### config.mk
export PLATFORM = sky130hd
export DESIGN_NAME = array_binary_search_tree
export DESIGN_NICKNAME = d
export VERILOG_FILES = /design/src/rtl/abst_pkg.sv /design/src/rtl/array_binary_search_tree.sv /design/src/rtl/abst_ram.sv /design/src/rtl/abst_datapath.sv /design/src/rtl/abst_ctrl.sv
export VERILOG_INCLUDE_DIRS = /design/src /design/src/rtl
export SDC_FILE = /design/constraint.sdc
export NUM_CORES = 2
export LEC_CHECK = 0
export BUFFER_PORTS_ARGS = -buffer_cell sky130_fd_sc_hd__buf_2
export CAP_MARGIN = 5
export CELL_PAD_IN_SITES_DETAIL_PLACEMENT = 0
export CELL_PAD_IN_SITES_GLOBAL_PLACEMENT = 1
export CORE_UTILIZATION = 51
export DETAILED_ROUTE_END_ITERATION = 8
export GPL_ROUTABILITY_DRIVEN = 0
export HOLD_SLACK_MARGIN = 0.05
export PLACE_DENSITY = 0.83
export SLEW_MARGIN = 5
export SYNTH_ARGS = -nofsm -noshare
export SYNTH_HDL_FRONTEND = slang
export SYNTH_SLANG_ARGS = --single-unit
### constraint.sdc
create_clock -name aclk -period 8.4 [get_ports aclk]
set_clock_uncertainty 0.2 [all_clocks]
set_input_delay 1.68 -clock aclk [delete_from_list [all_inputs] [get_ports aclk]]
set_output_delay 1.68 -clock aclk [all_outputs]
set_load 0.02 [all_outputs]
### src/rtl/assert_macros.svh
// assertion macros shared by the rtl modules
// no dependencies; included by files that carry concurrent checks
`ifndef ASSERT_MACROS_SVH
`define ASSERT_MACROS_SVH

// same-cycle implication, checked out of reset
`define ASSERT_IMPLY(lbl, clk, rstn, ante, cons) \
    lbl: assert property (@(posedge clk) disable iff (!rstn) (ante) |-> (cons)) \
        else $error("same-cycle implication violated");

// next-cycle implication, checked out of reset
`define ASSERT_NEXT(lbl, clk, rstn, ante, cons) \
    lbl: assert property (@(posedge clk) disable iff (!rstn) (ante) |=> (cons)) \
        else $error("next-cycle implication violated");

`endif

### src/rtl/abst_pkg.sv
// types and constants of the array binary search tree
// no dependencies; used by the datapath, the controller and the top level
package abst_pkg;

    localparam int KIND_W   = 2;
    localparam int KEY_W    = 16;
    localparam int STATUS_W = 2;
    localparam int SLOT_W   = 7;

    localparam logic [KIND_W-1:0] KIND_INSERT = 2'd0;
    localparam logic [KIND_W-1:0] KIND_DELETE = 2'd1;
    localparam logic [KIND_W-1:0] KIND_FIND   = 2'd2;

    typedef enum logic [STATUS_W-1:0] {
        ST_DONE      = 2'd0,
        ST_NOT_FOUND = 2'd1,
        ST_NO_ROOM   = 2'd2,
        ST_INVALID   = 2'd3
    } status_t;

    // next walk position
    typedef enum logic [2:0] {
        POS_HOLD,
        POS_ROOT,
        POS_DESCEND,
        POS_LEFT_POS,
        POS_RIGHT_POS,
        POS_STEP_POS,
        POS_RIGHT_CUR,
        POS_LEFT_SRC
    } pos_sel_t;

    typedef enum logic [1:0] {
        CUR_HOLD,
        CUR_POS,
        CUR_SRC
    } cur_sel_t;

    typedef enum logic [1:0] {
        WA_POS,
        WA_CUR,
        WA_CLR
    } wr_addr_sel_t;

    typedef enum logic [1:0] {
        WD_KEY,
        WD_SRC,
        WD_ZERO
    } wr_data_sel_t;

    typedef enum logic [1:0] {
        SLOT_ZERO,
        SLOT_POS,
        SLOT_HIT
    } slot_sel_t;

    typedef struct packed {
        logic         latch_in;
        pos_sel_t     pos_sel;
        cur_sel_t     cur_sel;
        logic         hit_load;
        logic         src_load;
        logic         step_load;
        logic         step_right;
        logic         rd_en;
        logic         wr_en;
        wr_addr_sel_t wr_addr_sel;
        wr_data_sel_t wr_data_sel;
        logic         res_load;
        status_t      res_status;
        slot_sel_t    res_slot_sel;
        logic         out_load;
        logic         clr_step;
    } cmd_t;

    typedef struct packed {
        logic key_bad;
        logic is_insert;
        logic is_find;
        logic pos_in_range;
        logic rd_zero;
        logic rd_eq;
        logic clr_last;
        logic out_free;
    } stat_t;

endpackage

### src/rtl/array_binary_search_tree.sv
// top level of the array binary search tree
// depends on abst_pkg, abst_ctrl and abst_datapath
//
// usage:
//   input channel (s_valid/s_ready, s_kind, s_key_value): one word per operation,
//     kind insert, delete or find of a nonzero value
//   result channel (m_valid/m_ready, m_status, m_slot): one word per input word,
//     status done, not found, no room or invalid word, and the slot touched
//   the tree sits in a node store of 2^TREE_LEVELS - 1 slots, root at 0, children
//     of slot i at 2i+1 and 2i+2, a zero value marks an empty slot
//   one operation at a time, s_ready rises in the same cycle as m_valid;
//     every store read is registered, a read state then a check state per slot visited
//   a rejected word goes straight to the result; an insert or find walks down
//     from the root (depth 0) to the slot where it stops; a delete then checks the
//     children of each slot it refills, walks the replacement path and moves
//     the replacement value up into that slot
//   reset: the store is cleared by a sweep over all 2^TREE_LEVELS - 1 slots,
//     with s_ready low until it finishes
//   a stalled result waits in the output register; the next word is taken as
//     soon as the block is idle, and its result waits until the old one leaves

module array_binary_search_tree
    import abst_pkg::*;
#(
    parameter int TREE_LEVELS = 7,
    parameter int VALUE_BITS  = 16
) (
    input  logic                aclk,
    input  logic                aresetn,
    // operation words
    input  logic                s_valid,
    output logic                s_ready,
    input  logic [KIND_W-1:0]   s_kind,
    input  logic [KEY_W-1:0]    s_key_value,
    // result words
    output logic                m_valid,
    input  logic                m_ready,
    output logic [STATUS_W-1:0] m_status,
    output logic [SLOT_W-1:0]   m_slot
);

    // commands toward the datapath, status back to the controller
    cmd_t  cmd;
    stat_t st;

    abst_ctrl u_ctrl (
        .aclk    (aclk),
        .aresetn (aresetn),
        .s_valid (s_valid),
        .s_ready (s_ready),
        .st      (st),
        .cmd     (cmd)
    );

    // store, walk registers and the output register
    abst_datapath #(
        .TREE_LEVELS (TREE_LEVELS),
        .VALUE_BITS  (VALUE_BITS)
    ) u_datapath (
        .aclk        (aclk),
        .aresetn     (aresetn),
        .s_kind      (s_kind),
        .s_key_value (s_key_value),
        .cmd         (cmd),
        .st          (st),
        .m_ready     (m_ready),
        .m_valid     (m_valid),
        .m_status    (m_status),
        .m_slot      (m_slot)
    );

endmodule

### src/rtl/abst_ram.sv
// generic single-port-write, single-port-read ram with registered read
// no dependencies
module abst_ram #(
    parameter int WIDTH = 16,
    parameter int DEPTH = 127,
    localparam int AW   = $clog2(DEPTH)
) (
    input  logic             aclk,
    input  logic             wr_en,
    input  logic [AW-1:0]    wr_addr,
    input  logic [WIDTH-1:0] wr_data,
    input  logic             rd_en,
    input  logic [AW-1:0]    rd_addr,
    output logic [WIDTH-1:0] rd_data
);

    logic [WIDTH-1:0] mem_reg [DEPTH];
    logic [WIDTH-1:0] rd_data_reg;

    always_ff @(posedge aclk) begin
        if (wr_en) begin
            mem_reg[wr_addr] <= wr_data;
        end
        if (rd_en) begin
            rd_data_reg <= mem_reg[rd_addr];
        end
    end

    assign rd_data = rd_data_reg;

endmodule

### src/rtl/abst_datapath.sv
// datapath: node store, walk registers, result and output registers
// depends on abst_pkg, abst_ram and assert_macros.svh
`include "assert_macros.svh"

module abst_datapath
    import abst_pkg::*;
#(
    parameter int TREE_LEVELS = 7,
    parameter int VALUE_BITS  = 16
) (
    input  logic                aclk,
    input  logic                aresetn,
    input  logic [KIND_W-1:0]   s_kind,
    input  logic [KEY_W-1:0]    s_key_value,
    input  cmd_t                cmd,
    output stat_t               st,
    input  logic                m_ready,
    output logic                m_valid,
    output logic [STATUS_W-1:0] m_status,
    output logic [SLOT_W-1:0]   m_slot
);

    localparam int ADDR_W = TREE_LEVELS;
    localparam int POS_W  = TREE_LEVELS + 1;
    localparam int SLOTS  = (1 << TREE_LEVELS) - 1;

    localparam logic [POS_W-1:0]  SLOTS_POS = POS_W'(SLOTS);
    localparam logic [ADDR_W-1:0] LAST_ADDR = ADDR_W'(SLOTS - 1);

    logic [KIND_W-1:0]     kind_reg;
    logic [VALUE_BITS-1:0] val_reg;
    logic [POS_W-1:0]      pos_reg, pos_next;
    logic [ADDR_W-1:0]     cur_reg, hit_reg, src_reg;
    logic [VALUE_BITS-1:0] srcval_reg;
    logic                  step_right_reg;
    logic [ADDR_W-1:0]     clr_cnt_reg;
    status_t               res_status_reg;
    logic [ADDR_W-1:0]     res_slot_reg;
    logic                  m_valid_reg;
    logic [STATUS_W-1:0]   m_status_reg;
    logic [SLOT_W-1:0]     m_slot_reg;

    logic [ADDR_W-1:0]     pos_lo;
    logic [ADDR_W-1:0]     wr_addr;
    logic [VALUE_BITS-1:0] wr_data;
    logic [VALUE_BITS-1:0] rd_data;
    logic [ADDR_W-1:0]     res_slot;

    function automatic logic [POS_W-1:0] child(input logic [ADDR_W-1:0] p, input logic right);
        child = {p, 1'b0} + (right ? POS_W'(2) : POS_W'(1));
    endfunction

    assign pos_lo = pos_reg[ADDR_W-1:0];

    // status toward the controller
    always_comb begin
        st.key_bad = !(s_kind inside {KIND_INSERT, KIND_DELETE, KIND_FIND})
                     || (s_key_value == '0)
                     || ((32'(s_key_value) >> VALUE_BITS) != 32'd0);
        st.is_insert    = (kind_reg == KIND_INSERT);
        st.is_find      = (kind_reg == KIND_FIND);
        st.pos_in_range = (pos_reg < SLOTS_POS);
        st.rd_zero      = (rd_data == '0);
        st.rd_eq        = (rd_data == val_reg);
        st.clr_last     = (clr_cnt_reg == LAST_ADDR);
        st.out_free     = !m_valid_reg || m_ready;
    end

    always_comb begin
        case (cmd.pos_sel)
            POS_ROOT:      pos_next = '0;
            POS_DESCEND:   pos_next = child(pos_lo, !(val_reg < rd_data));
            POS_LEFT_POS:  pos_next = child(pos_lo, 1'b0);
            POS_RIGHT_POS: pos_next = child(pos_lo, 1'b1);
            POS_STEP_POS:  pos_next = child(pos_lo, step_right_reg);
            POS_RIGHT_CUR: pos_next = child(cur_reg, 1'b1);
            POS_LEFT_SRC:  pos_next = child(src_reg, 1'b0);
            default:       pos_next = pos_reg;
        endcase
    end

    always_comb begin
        case (cmd.wr_addr_sel)
            WA_POS:  wr_addr = pos_lo;
            WA_CUR:  wr_addr = cur_reg;
            WA_CLR:  wr_addr = clr_cnt_reg;
            default: wr_addr = pos_lo;
        endcase
        case (cmd.wr_data_sel)
            WD_KEY:  wr_data = val_reg;
            WD_SRC:  wr_data = srcval_reg;
            WD_ZERO: wr_data = '0;
            default: wr_data = '0;
        endcase
        case (cmd.res_slot_sel)
            SLOT_POS: res_slot = pos_lo;
            SLOT_HIT: res_slot = hit_reg;
            default:  res_slot = '0;
        endcase
    end

    abst_ram #(
        .WIDTH (VALUE_BITS),
        .DEPTH (SLOTS)
    ) u_store (
        .aclk    (aclk),
        .wr_en   (cmd.wr_en),
        .wr_addr (wr_addr),
        .wr_data (wr_data),
        .rd_en   (cmd.rd_en),
        .rd_addr (pos_lo),
        .rd_data (rd_data)
    );

    // control state
    always_ff @(posedge aclk) begin
        if (!aresetn) begin
            m_valid_reg <= 1'b0;
            clr_cnt_reg <= '0;
        end else begin
            if (cmd.out_load) begin
                m_valid_reg <= 1'b1;
            end else if (m_ready) begin
                m_valid_reg <= 1'b0;
            end
            if (cmd.clr_step) begin
                clr_cnt_reg <= clr_cnt_reg + ADDR_W'(1);
            end
        end
    end

    // payload
    always_ff @(posedge aclk) begin
        if (cmd.latch_in) begin
            kind_reg <= s_kind;
            val_reg  <= VALUE_BITS'(s_key_value);
        end
        pos_reg <= pos_next;
        case (cmd.cur_sel)
            CUR_POS: cur_reg <= pos_lo;
            CUR_SRC: cur_reg <= src_reg;
            default: cur_reg <= cur_reg;
        endcase
        if (cmd.hit_load) begin
            hit_reg <= pos_lo;
        end
        if (cmd.src_load) begin
            src_reg    <= pos_lo;
            srcval_reg <= rd_data;
        end
        if (cmd.step_load) begin
            step_right_reg <= cmd.step_right;
        end
        if (cmd.res_load) begin
            res_status_reg <= cmd.res_status;
            res_slot_reg   <= res_slot;
        end
        if (cmd.out_load) begin
            m_status_reg <= res_status_reg;
            m_slot_reg   <= SLOT_W'(res_slot_reg);
        end
    end

    assign m_valid  = m_valid_reg;
    assign m_status = m_status_reg;
    assign m_slot   = m_slot_reg;

    `ASSERT_NEXT(a_out_load_valid, aclk, aresetn, cmd.out_load, m_valid_reg)
    `ASSERT_IMPLY(a_fail_slot_zero, aclk, aresetn, m_valid_reg && m_status_reg != ST_DONE, m_slot_reg == '0)

endmodule

### src/rtl/abst_ctrl.sv
// controller: sequences store clearing, tree walks and node removal
// depends on abst_pkg and assert_macros.svh
`include "assert_macros.svh"

module abst_ctrl
    import abst_pkg::*;
(
    input  logic  aclk,
    input  logic  aresetn,
    input  logic  s_valid,
    output logic  s_ready,
    input  stat_t st,
    output cmd_t  cmd
);

    typedef enum logic [11:0] {
        S_IDLE     = 12'b0000_0000_0001,
        S_CLEAR    = 12'b0000_0000_0010,
        S_WALK_RD  = 12'b0000_0000_0100,
        S_WALK_CHK = 12'b0000_0000_1000,
        S_RM_LRD   = 12'b0000_0001_0000,
        S_RM_LCHK  = 12'b0000_0010_0000,
        S_RM_RRD   = 12'b0000_0100_0000,
        S_RM_RCHK  = 12'b0000_1000_0000,
        S_EXT_RD   = 12'b0001_0000_0000,
        S_EXT_CHK  = 12'b0010_0000_0000,
        S_MOVE     = 12'b0100_0000_0000,
        S_EMIT     = 12'b1000_0000_0000
    } state_t;

    state_t state_reg, state_next;

    always_ff @(posedge aclk) begin
        if (!aresetn) begin
            state_reg <= S_CLEAR;
        end else begin
            state_reg <= state_next;
        end
    end

    always_comb begin
        cmd          = '0;
        cmd.pos_sel  = POS_HOLD;
        cmd.cur_sel  = CUR_HOLD;
        cmd.wr_addr_sel  = WA_POS;
        cmd.wr_data_sel  = WD_KEY;
        cmd.res_status   = ST_DONE;
        cmd.res_slot_sel = SLOT_ZERO;
        s_ready      = 1'b0;
        state_next   = state_reg;
        case (state_reg)
            S_CLEAR: begin
                cmd.clr_step    = 1'b1;
                cmd.wr_en       = 1'b1;
                cmd.wr_addr_sel = WA_CLR;
                cmd.wr_data_sel = WD_ZERO;
                if (st.clr_last) begin
                    state_next = S_IDLE;
                end
            end
            S_IDLE: begin
                s_ready = 1'b1;
                if (s_valid) begin
                    cmd.latch_in = 1'b1;
                    if (st.key_bad) begin
                        cmd.res_load   = 1'b1;
                        cmd.res_status = ST_INVALID;
                        state_next     = S_EMIT;
                    end else begin
                        cmd.pos_sel = POS_ROOT;
                        state_next  = S_WALK_RD;
                    end
                end
            end
            S_WALK_RD: begin
                if (st.pos_in_range) begin
                    cmd.rd_en  = 1'b1;
                    state_next = S_WALK_CHK;
                end else begin
                    cmd.res_load   = 1'b1;
                    cmd.res_status = st.is_insert ? ST_NO_ROOM : ST_NOT_FOUND;
                    state_next     = S_EMIT;
                end
            end
            S_WALK_CHK: begin
                if (st.rd_zero) begin
                    cmd.res_load = 1'b1;
                    if (st.is_insert) begin
                        cmd.wr_en        = 1'b1;
                        cmd.res_slot_sel = SLOT_POS;
                    end else begin
                        cmd.res_status = ST_NOT_FOUND;
                    end
                    state_next = S_EMIT;
                end else if (!st.is_insert && st.rd_eq) begin
                    cmd.hit_load = 1'b1;
                    cmd.cur_sel  = CUR_POS;
                    if (st.is_find) begin
                        cmd.res_load     = 1'b1;
                        cmd.res_slot_sel = SLOT_POS;
                        state_next       = S_EMIT;
                    end else begin
                        cmd.pos_sel = POS_LEFT_POS;
                        state_next  = S_RM_LRD;
                    end
                end else begin
                    cmd.pos_sel = POS_DESCEND;
                    state_next  = S_WALK_RD;
                end
            end
            S_RM_LRD: begin
                if (st.pos_in_range) begin
                    cmd.rd_en  = 1'b1;
                    state_next = S_RM_LCHK;
                end else begin
                    cmd.pos_sel = POS_RIGHT_CUR;
                    state_next  = S_RM_RRD;
                end
            end
            S_RM_LCHK: begin
                if (!st.rd_zero) begin
                    cmd.src_load   = 1'b1;
                    cmd.step_load  = 1'b1;
                    cmd.step_right = 1'b1;
                    cmd.pos_sel    = POS_RIGHT_POS;
                    state_next     = S_EXT_RD;
                end else begin
                    cmd.pos_sel = POS_RIGHT_CUR;
                    state_next  = S_RM_RRD;
                end
            end
            S_RM_RRD: begin
                if (st.pos_in_range) begin
                    cmd.rd_en  = 1'b1;
                    state_next = S_RM_RCHK;
                end else begin
                    cmd.wr_en        = 1'b1;
                    cmd.wr_addr_sel  = WA_CUR;
                    cmd.wr_data_sel  = WD_ZERO;
                    cmd.res_load     = 1'b1;
                    cmd.res_slot_sel = SLOT_HIT;
                    state_next       = S_EMIT;
                end
            end
            S_RM_RCHK: begin
                if (!st.rd_zero) begin
                    cmd.src_load   = 1'b1;
                    cmd.step_load  = 1'b1;
                    cmd.step_right = 1'b0;
                    cmd.pos_sel    = POS_LEFT_POS;
                    state_next     = S_EXT_RD;
                end else begin
                    cmd.wr_en        = 1'b1;
                    cmd.wr_addr_sel  = WA_CUR;
                    cmd.wr_data_sel  = WD_ZERO;
                    cmd.res_load     = 1'b1;
                    cmd.res_slot_sel = SLOT_HIT;
                    state_next       = S_EMIT;
                end
            end
            S_EXT_RD: begin
                if (st.pos_in_range) begin
                    cmd.rd_en  = 1'b1;
                    state_next = S_EXT_CHK;
                end else begin
                    state_next = S_MOVE;
                end
            end
            S_EXT_CHK: begin
                if (!st.rd_zero) begin
                    cmd.src_load = 1'b1;
                    cmd.pos_sel  = POS_STEP_POS;
                    state_next   = S_EXT_RD;
                end else begin
                    state_next = S_MOVE;
                end
            end
            S_MOVE: begin
                cmd.wr_en       = 1'b1;
                cmd.wr_addr_sel = WA_CUR;
                cmd.wr_data_sel = WD_SRC;
                cmd.cur_sel     = CUR_SRC;
                cmd.pos_sel     = POS_LEFT_SRC;
                state_next      = S_RM_LRD;
            end
            S_EMIT: begin
                if (st.out_free) begin
                    cmd.out_load = 1'b1;
                    state_next   = S_IDLE;
                end
            end
            default: begin
                state_next = S_IDLE;
            end
        endcase
    end

    `ASSERT_IMPLY(a_read_in_range, aclk, aresetn, cmd.rd_en, st.pos_in_range)
    `ASSERT_NEXT(a_one_word_at_a_time, aclk, aresetn, s_valid && s_ready, !s_ready)

endmodule

==> metrics.cfg <==
[setup_path]
cp-end-kind = flip-flop
path_cells = nor4_1, nand4_1, o22a_1, or2_2, nand2_1, ha_1, o21ai_0, o211ai_4, nor2_2
rrSetupSlack_ns = 2.13
ff2ff_path_depth = 9
crit_type = flip-flop to flip-flop
r2r_start = u_datapath.u_store.rd_data[8]
cpPeakStageDelay_ns = 1.05
cp_max_fo = 21
startpoint_type = flip-flop
cpMaxStageDelayCell = o21ai_0
reg2reg_to = u_datapath.u_store.mem_reg[26][15]
arrival_ns = 6.50
required_ns = 8.63

[timing]
setup_tns_ns = 0
rsz0062_at_grt = false
setup_viol = 0
final-hold-violation-count = 0
max_freq_mhz = 160
slew_headroom_pct = 10.5
drv_slew = 0
period_share_pct = 74.6
period_needed_ns = 6.27
tightest_slew_ns = 1.34
worst_slack_ns = 2.13

[synthesis]
synthTopCellsByArea = edfxtp_1 76%, mux4_2 16%, nor2_1 0.85%, dfxtp_1 0.48%, buf_2 0.45%
yosys_register_bits = 2150
syn_avg_cell_area_sq_um = 22.5
synth_compound_area_share_pct = 2.12
synth_area_leader_cell = edfxtp_1
synth_adder_area_share_pct = 0.388
yosys.area_share.xor_xnor_pct = 0.209
synth_cell_type_count = 72
syn_area_sq_mm = 0.0837
synth_top_cell_area_share_pct = 76.4
netlist_instances = 3718
ys_seq_area_share_pct = 76.9
muxShareOfSynthArea_pct = 16.9
synth-main-ff-cell = edfxtp_1
ys_warn_count = 0
yosys.area_share.simple_pct = 2.35
syn-num-nets = 3766
synth_edf_count = 2130
synthArstFlopShare_pct = 0
synth_top_family_by_area = multiplexers

[die]
dieHeight_microns = 407
die_x_microns = 407
core-area_sq_mm = 0.163
dieArea_sq_mm = 0.166
initial_core_util_pct = 51.4
boundaryPins = 33
rows = 148

[clocking]
postCtsSetupBuffers = 0
clkTransAtPathRegs_ns = 0.06
cts_resized = 0
cts_tree = built
clock-sinks = 2150
cts-hold-fix-buffers = 0
cts_root_buf = clkbuf_16
clk_path_buf_depth = 3
clock_latency_ns = 0.83
cts_made_buffers = 198
htree_levels = 4

[global_route]
grt_pass1_vias = 40500
grt_usage_pct = 23.8
grt_max_degree = 149
overflow = 0
grt_pass1_wl_microns = 286000
antenna_found_initial = 2

[min_path]
worstHoldStart = u_datapath.res_slot_reg[4]
min_path_type = flip-flop to flip-flop
worstHoldEndpoint = u_datapath.m_slot[4]
hold_path_depth = 0

[placement]
dp_hpwl_microns = 106000
post-place-ws_ns = 2.31
place_inst = 5893
io_buffer_count = 32

[power]
power_w = 0.0217
irDropWorstVdd_mv = 0.232
p_leak_nw = 29.5
cellPowerDensity_mw_per_mm2 = 232

[detailed_routing]
first_pass_iters = 5
routed_wl_microns = 197000
vias_per_cell = 6.44
vias = 40300
drtIter0Drc = 6076
wl_per_cell_microns = 31.5
drc = 0
final_antenna_net_count = 0

[layout]
area_growth_pct = 11.8
final_common_cell = edfxtp_1
final_cell_mix = 2130 x edfxtp_1, 608 x mux4_2, 203 x clkbuf_16, 190 x nor2_1, 156 x buf_4
fin_nets = 3966
diodes = 0
layout-drive-gt1-share_pct = 28.4
largest_reg_flops = 2032
instances_no_fill = 6262

[job]
max_cap_viol_count = 0

[status]
status = complete, no violations

[cell usage after synthesis, types with 4 or more instances]
cell type / number
clkbuf_1: 82
nand4_1: 15
edfxtp_1: 2130
and4_1: 4
mux4_2: 608
nor4_1: 20
nor2b_1: 5
and2_1: 5
a21oi_1: 26
nand2b_1: 11
nand3_1: 14
inv_1: 28
xor2_1: 11
xnor2_1: 9
a22oi_1: 19
o21ai_0: 29
nor3_1: 24
a22o_1: 16
a21o_1: 7
dfxtp_1: 20
nor2_1: 190
a211oi_1: 18
mux2i_1: 36
buf_6: 6
o22a_1: 12
buf_1: 27
or3_1: 5
or4_1: 7
nand2_1: 68
o221ai_1: 5
o21a_1: 11
o22ai_1: 37
ha_1: 26
o211ai_1: 20
buf_2: 75
or2_2: 20
o211ai_4: 9
and3_1: 6
mux2_2: 7
buf_4: 5
[cells by family (layout without fill, tap and decap cells)]
kind of cell | Yosys count | count (layout)
AND/OR/NAND/NOR | 413 | 413
buffers and inverters | 224 | 593
adder cells (fa/ha/maj) | 26 | 26
multiplexers | 651 | 651
XOR/XNOR | 20 | 20
flip-flops | 2150 | 2150
AO/OA/AOI/OAI | 234 | 234
[how the worst max path moves through the flow]
stage / from / endpoint / slack [ns] / cells after the start
2_1_floorplan: u_datapath.pos_reg[4] / u_datapath.u_store.mem_reg[0][0] / 0.35 / 7
3_3_place_gp: u_datapath.u_store.rd_data[8] / u_datapath.u_store.mem_reg[26][6] / 2.43 / 9
3_5_place_dp: u_datapath.u_store.rd_data[8] / u_datapath.u_store.mem_reg[26][7] / 2.31 / 9
4_1_cts: u_datapath.u_store.rd_data[8] / u_datapath.u_store.mem_reg[26][7] / 2.33 / 9
5_1_grt: u_datapath.u_store.rd_data[4] / u_datapath.u_store.mem_reg[26][7] / 1.87 / 9
6_report: u_datapath.u_store.rd_data[8] / u_datapath.u_store.mem_reg[26][15] / 2.13 / 9
[area by class of cell]
cell class / count / area, sq um
Fill cell: 11300 / 69300
Sequential cell: 2150 / 64400
Multi-Input combinational cell: 1344 / 18500
Clock buffer: 247 / 5260
Tap cell: 2175 / 2720
Timing Repair Buffer: 195 / 1470
Clock inverter: 122 / 1180
Inverter: 29 / 114
[metal layers]
layer / part of all wire (%) / vias to the layer above / global-route usage [%]
li1: - / 16200 / -
met5: 0 / - / 0
met1: 39 / 21400 / 33.7
met2: 49 / 2408 / 37.9
met4: 3.0 / 0 / 7.53
met3: 9.6 / 311 / 4.52
[power breakdown]
group / switching [W] / internal [W]
registers: 0.0000382 / 0.0120
clock network: 0.00389 / 0.00506
logic: 0.000539 / 0.000147
total: 0.00447 / 0.0173
[stage by stage]
stage	instance area, sq um	hold WS, ns	utilization (%)
6_report	93600	0.219	57.5
5_1_grt	93600	0.225	57.5
4_1_cts	93600	0.219	57.5
3_5_place_dp	87200	0.205	53.5
3_3_place_gp	87200	0.210	53.5
2_1_floorplan	83700	0.200	-
[critical path: cells and delay by family, from the launching register on]
kind | cells | cell delay (ns)
DFF | 1 | 0.41
AOI/OAI and AO/OA | 3 | 2.08
adders and majority gates | 1 | 0.46
and+or+nand+nor | 5 | 2.69
(Power assumes the default switching activity.)
